--- src/sv/qte_pkg.sv ---
// Shared types, constants and functions of the quaternion to Euler angle converter.
package qte_pkg;

	localparam int UNIT_BITS = 30;           // fraction bits of the working format
	localparam int UW        = 32;           // one product in the working format
	localparam int IW        = 34;           // sums such as 2(wx+yz) and 1-2(xx+yy)
	localparam int CW        = 37;           // CORDIC x and y with gain and prerotation
	localparam int ZW        = 28;           // CORDIC angle, 24 fraction bits
	localparam int SQ_BITS   = 31;           // root bits of the pitch cosine
	localparam int AW        = 2 * SQ_BITS;  // radicand width
	localparam int RW        = 33;           // square root remainder
	localparam int MW        = 30;           // pitch sine magnitude below one

	localparam logic signed [ZW-1:0] ANG_HALF_PI = ZW'(26353589);
	localparam logic signed [15:0]   OUT_PI      = 16'sd25736;
	localparam logic signed [15:0]   OUT_HALF_PI = 16'sd12868;
	localparam int                   RND_BIAS    = 1024;
	localparam int                   RND_SHIFT   = 11;

	typedef struct packed {
		logic signed [IW-1:0] sr;
		logic signed [IW-1:0] cr;
		logic signed [IW-1:0] sp;
		logic signed [IW-1:0] sy;
		logic signed [IW-1:0] cy;
		logic                 clamp;
	} side_t;

	// atan(2^-i) in units of 2^-24 rad; for i >= 8 it is 2^(24-i)
	function automatic logic signed [ZW-1:0] angle_step(input int i);
		logic signed [ZW-1:0] r;
		case (i)
			0:       r = ZW'(13176795);
			1:       r = ZW'(7778716);
			2:       r = ZW'(4110060);
			3:       r = ZW'(2086331);
			4:       r = ZW'(1047214);
			5:       r = ZW'(524117);
			6:       r = ZW'(262123);
			7:       r = ZW'(131069);
			default: r = (i <= 24) ? ZW'(1 << (24 - i)) : '0;
		endcase
		return r;
	endfunction

	// round to Q3.13, ties toward plus infinity, and clamp to +-lim
	function automatic logic signed [15:0] q13_round(input logic signed [ZW-1:0] z,
		input logic signed [15:0] lim);
		logic signed [ZW:0] t;
		logic signed [ZW:0] s;
		logic signed [ZW:0] l;
		t = {z[ZW-1], z} + (ZW+1)'(RND_BIAS);
		s = t >>> RND_SHIFT;
		l = (ZW+1)'(lim);
		if (s > l) s = l;
		if (s < -l) s = -l;
		return s[15:0];
	endfunction

endpackage

--- src/sv/qte_cordic.sv ---
// Pipelined CORDIC vectoring atan2: one prerotation stage and one stage per step.
module qte_cordic #(
	parameter int ITERATIONS = 16
) (
	input  logic                          clk,
	input  logic                          en,
	input  logic signed [qte_pkg::IW-1:0] y_in,
	input  logic signed [qte_pkg::IW-1:0] x_in,
	output logic signed [qte_pkg::ZW-1:0] angle
);
	localparam int CW = qte_pkg::CW;
	localparam int ZW = qte_pkg::ZW;

	logic signed [CW-1:0] x_s [ITERATIONS+1];
	logic signed [CW-1:0] y_s [ITERATIONS+1];
	logic signed [ZW-1:0] z_s [ITERATIONS+1];

	logic signed [CW-1:0] xi, yi;
	assign xi = CW'(x_in);
	assign yi = CW'(y_in);

	// fold the left half plane onto the right one
	always_ff @(posedge clk) begin
		if (en) begin
			if (xi[CW-1]) begin
				if (!yi[CW-1]) begin
					x_s[0] <= yi; y_s[0] <= -xi; z_s[0] <= qte_pkg::ANG_HALF_PI;
				end else begin
					x_s[0] <= -yi; y_s[0] <= xi; z_s[0] <= -qte_pkg::ANG_HALF_PI;
				end
			end else begin
				x_s[0] <= xi; y_s[0] <= yi; z_s[0] <= '0;
			end
		end
	end

	for (genvar k = 1; k <= ITERATIONS; k++) begin : g_step
		localparam int I = k - 1;
		localparam logic signed [ZW-1:0] STEP = qte_pkg::angle_step(I);
		logic signed [CW-1:0] dx, dy;
		assign dx = y_s[k-1] >>> I;
		assign dy = x_s[k-1] >>> I;
		always_ff @(posedge clk) begin
			if (en) begin
				if (!y_s[k-1][CW-1]) begin
					x_s[k] <= x_s[k-1] + dx;
					y_s[k] <= y_s[k-1] - dy;
					z_s[k] <= z_s[k-1] + STEP;
				end else begin
					x_s[k] <= x_s[k-1] - dx;
					y_s[k] <= y_s[k-1] + dy;
					z_s[k] <= z_s[k-1] - STEP;
				end
			end
		end
	end

	assign angle = z_s[ITERATIONS];
endmodule

--- config.mk ---
export PLATFORM = sky130hd
export DESIGN_NAME = qte_cordic
export DESIGN_NICKNAME = d
export VERILOG_FILES = /design/src/sv/qte_pkg.sv /design/src/sv/qte_cordic.sv
export SDC_FILE = /design/constraint.sdc
export NUM_CORES = 2
export LEC_CHECK = 0
export BUFFER_PORTS_ARGS = -buffer_cell sky130_fd_sc_hd__clkbuf_2
export CAP_MARGIN = 20
export CORE_AREA = 2 2 490 492
export CTS_CLUSTER_DIAMETER = 150
export CTS_CLUSTER_SIZE = 24
export DETAILED_ROUTE_END_ITERATION = 8
export DIE_AREA = 0 0 492 494
export PLACE_DENSITY = 0.82
export SLEW_MARGIN = 30
export SYNTH_ARGS = -nofsm -noshare
export SYNTH_HDL_FRONTEND = slang
export SYNTH_SLANG_ARGS = --single-unit
--- constraint.sdc ---
create_clock -name clk -period 8.3 [get_ports clk]
set_clock_uncertainty 0.1 [all_clocks]
set_input_delay 1.245 -clock clk [delete_from_list [all_inputs] [get_ports clk]]
set_output_delay 1.245 -clock clk [all_outputs]
set_load 0.005 [all_outputs]
# After elaboration in Yosys (flattened, before gate mapping)
# Memories as Yosys holds them, arrays and structs flattened.
# Cells that the tools add are included.
# totals
reg_bits	0
ram_bits	1734
output_inout_bits	28
wordCells	315
mem_count	3
# classes
add_sub_neg	97
n_mux	161
bitwise_logic	54
# memory_table
name	depth	width	read_ports	rd_clocked_by_memory_dff	wr	line	rtl
x_s	17	37	16	0	17	qte_cordic.sv:14	logic signed [CW-1:0] x_s [ITERATIONS+1];
y_s	17	37	16	0	17	qte_cordic.sv:15	logic signed [CW-1:0] y_s [ITERATIONS+1];
z_s	17	28	17	0	17	qte_cordic.sv:16	logic signed [ZW-1:0] z_s [ITERATIONS+1];
# op_table
op	n
$mux 37	36
$mux 28	18
$mux 1	107
$add 37x22->37	2
$add 37x23->37	2
$add 37x24->37	2
$add 37x25->37	2
$add 37x26->37	2
$add 37x27->37	2
$add 37x28->37	2
$add 37x29->37	2
$add 37x30->37	2
$add 37x31->37	2
$add 37x32->37	2
$add 37x33->37	2
$add 37x34->37	2
$add 37x35->37	2
$add 37x36->37	2
$neg 34->37	2
$sub 37x22->37	2
$sub 37x23->37	2
$sub 37x24->37	2
$sub 37x25->37	2
$sub 37x26->37	2
43 further kinds	109

# Depth between registers and ports, before layout
# depth
ltp_word	6
mapped_depth	22

# Worst setup path after synthesis
# OpenSTA, ideal clock, no wires.
# synth_timing
path_kind	input -> register
start	input port en
end	memory y_s[3][35], data pin
setup_time_ps	276
arrival_ps	5593
t_required_ps	7924
setup_slack_ps	2331
cell_stages	18
n_path_buf	4
cell_sequence	clkbuf_1 > clkbuf_1 > clkbuf_1 > nand2_1 > clkbuf_1 > o21ai_0 > ha_1 > a21o_1 > a21oi_2 > o21ai_0 > a31oi_1 > o21ai_1 > a32o_1 > o41ai_1 > o21ai_1 > a221oi_1 > o311ai_0 > xor2_1
# synth_rtl
element	line	rtl
start: declaration	qte_cordic.sv:6	input logic en,
end: declaration	qte_cordic.sv:15	

==> summary.md <==
| Metric | Value |
|---|---|
| Cts repair resizes | 0 |
| CTS sink cnt | approximately 1500 |
| # hold bufs at CTS | 0 |
| Critical path arrival | approximately 6.7 ns |
| Register area | ~46000 um2 |
| Global-route wire length before repair | between 500000 and 600000 um |
| EDFF count, synth | roughly 1500 |
| Multi-input gate area | a little over 80000 um2 |
| Die height | approximately 490 um |
| CTS tree | done |
| Worst Hold Class | reg -> reg |
| Gpl congestion | 1.02 |
| CTS buffer count | 74 |
| Setup Fix Bufs, Post-CTS | 0 |
| Inst Count DP | ~17000 |
| Die ar. | between 200000 and 250000 um2 |
| Worst-path fanout max | 6 |
| Syn_area_per_cell | 9.49 um2 |
| H-tree depth | 3 |
| Most frequent cell after synthesis | edfxtp_1 |
| Yosys warnings | 0 |
| # rows | 179 |
| # setup viols final | 0 |
| Final core occ | 57.4% |
| Post-synthesis sequential area ratio | about 36% |
| Count of different cell masters after synthesis | approximately 100 |
| #FFs+latches synth | roughly 1500 |
| DR iter-0 viols | roughly 9400 |
| Final WS setup | around 2.1 ns |
| Layout cells sized above 1 | 2.90% |
| Clock transition at the registers of the reported paths | ~0.1 ns |
| CTS root buf | clkbuf_16 |
| Post-DP HPWL | approximately 260000 um |
| Nature of the critical path endpoint | flop |
| Worst-Margin Slew | between 1 and 1.5 ns |
| Slew headroom | 28.4% |
| Area of the mapped netlist | approximately 130000 um2 |
| Post-synth top area share | 35.6% |
| Slew Limit Fails | 0 |
| WL/cell | around 19 um |
| WS Path Type | reg -> reg |
| Fin. Hold Viols | 0 |
| Detailed-route via count | just over 100k |
| Most frequent CP cell | a21oi_1 |
| TritonRoute pass-1 iters | 7 |
| Cell taking the most area after synthesis | edfxtp_1 |
| RSZ-0062 raised after global routing | false |
| Grt total ovfl | 0 |
| Max Root-Sink Buffers | 3 |
| Maxcap violations | 0 |
| Initial core utilization | between 50 and 60% |
| CP Buf/Inv Count | 0 |
| Total track usage | between 20% and 30% |
| Top_reg_cell synth | edfxtp_1 |
| Crit start category | flop |
| Net Count, Synth | 15267 |
| Layout Nets | around 15000 |
| Vias/cell | 6.14 |
| Vias in the first global route | 97295 |
| Clock Latency Late Sink | between 0.7 and 0.8 ns |
| Crit-path cells | or3_1 -> or3_1 -> nor4_1 -> nand2_1 -> nor4_1 -> a21oi_1 -> xnor2_1 -> ha_1 -> a21o_1 -> a21o_1 -> a21oi_1 -> o21ai_0 -> a221o_1 -> a2111o_1 -> a221oi_2 -> o21ai_1 -> a221o_1 -> a21oi_1 -> xnor2_1 |
| Slowest-stage cell, CP | nor4_1 |
| # port buffers | 97 |
| Fillcell total | a little over 20000 |
| Critical Path RT | roughly 8.7 ns |
| FMAX | ~0.16 GHz |
| Boundary Pins | 98 |
| Routed Antenna Nets | 0 |
| Outcome | finished clean |
| Setup TNS | 0 ns |
| Top cells by area, synth | edfxtp_1 (36%), ha_1 (14%), xnor2_1 (8.6%) |
| Die span in x | 492 um |
| Crit path time final | between 6 and 7 ns |
| DR DRC count | 0 |
| Area delta synth->final | 4.59% |
| Worst slack, placed | around 1.5 ns |
| Period utilisation layout | about three quarters |
| Cells after Synth | about 14000 |
| Post-synth ARST share | 0% |
| Largest net degree at the start of global routing | 185 |
| CP delay by family, top | compound AO/OA/AOI/OAI gates |
| Core Area | 237000 um2 |
| Initial antenna violation count | 7 |
| Max stage delay on crit path | roughly 0.57 ns |
| Fin cells | ~17000 |
| Post-Route WL | approximately 330000 um |
| Synth cell count leaders | edfxtp_1 (1547), ha_1 (1424), a21oi_1 (1404) |
-- layer usage --
layer	routed length, um	share of wire [%]	vias to the layer above	track usage [%]
li1	-	-	50549	-
met1	135000	41	48843	33.1
met2	158000	48	3467	45.0
met3	20500	6.3	685	3.09
met4	14500	4.4	4	10.8
met5	23	0.0070	-	0
-- registers in the layout, summed over array words and instances (netlist names) --
register	cells
y_s	556
x_s	540
z_s	451
-- logic make-up after synthesis --
logic type | share of synthesized area [%]
AOI/OAI and AO/OA | 20.1
xor gates and xnor gates | 13.4
buffers and inverters | 2.59
DFF | 35.6
adders and majority gates | 14.3
and+or+nand+nor | 13.5
muxes | 0.458
-- cell type report --
cell class | count | area share [%]
Multi-Input combinational cell | 11285 | 59.1
Sequential cell | 1547 | 34.1
Tap cell | 3167 | 2.91
Inverter | 610 | 1.68
Clock buffer | 75 | 1.38
Timing Repair Buffer | 154 | 0.749
Clock inverter | 8 | 0.0964
Antenna cell | 5 | 0.00918
-- stage by stage --
step	hold WS, ns	cell area, um2
final	0.312	136000
after floorplan	0.300	130000
after CTS	0.320	136000
after detailed placement	0.305	134000
after global routing	0.325	136000
after global placement	0.301	134000
-- layout by cell type (no fill, tap or decap), drive strengths merged, types with 115 or more instances in the layout --
master	netlist	layout
a21oi	1405	1405
xnor2	1284	1284
inv	604	608
ha	1424	1424
nand2b	215	215
o21a	156	156
clkbuf	248	171
a31oi	124	124
nand4	115	115
nand3	225	225
a21o	629	629
o31ai	189	189
xor2	710	710
and3	139	139
nor4	121	121
o21bai	172	172
nand2	864	864
nor2b	194	194
nor3	294	294
o21ai	830	830
edfxtp	1547	1547
nor2	1049	1049
-- worst paths after layout --
path / from / to / slack, ns / cells after the start
hold / removal: z_s[2][1] / z_s[3][1] / 0.31 / 0
setup / recovery: y_s[10][14] / x_s[11][36] / 2.08 / 19
hold reg to reg: z_s[2][1] / z_s[3][1] / 0.31 / 0
setup reg to reg: y_s[10][14] / x_s[11][36] / 2.08 / 19
Power is left out: the tool's default activity adds up to more than one toggle a clock period on the data nets, which glitch-free logic cannot reach.
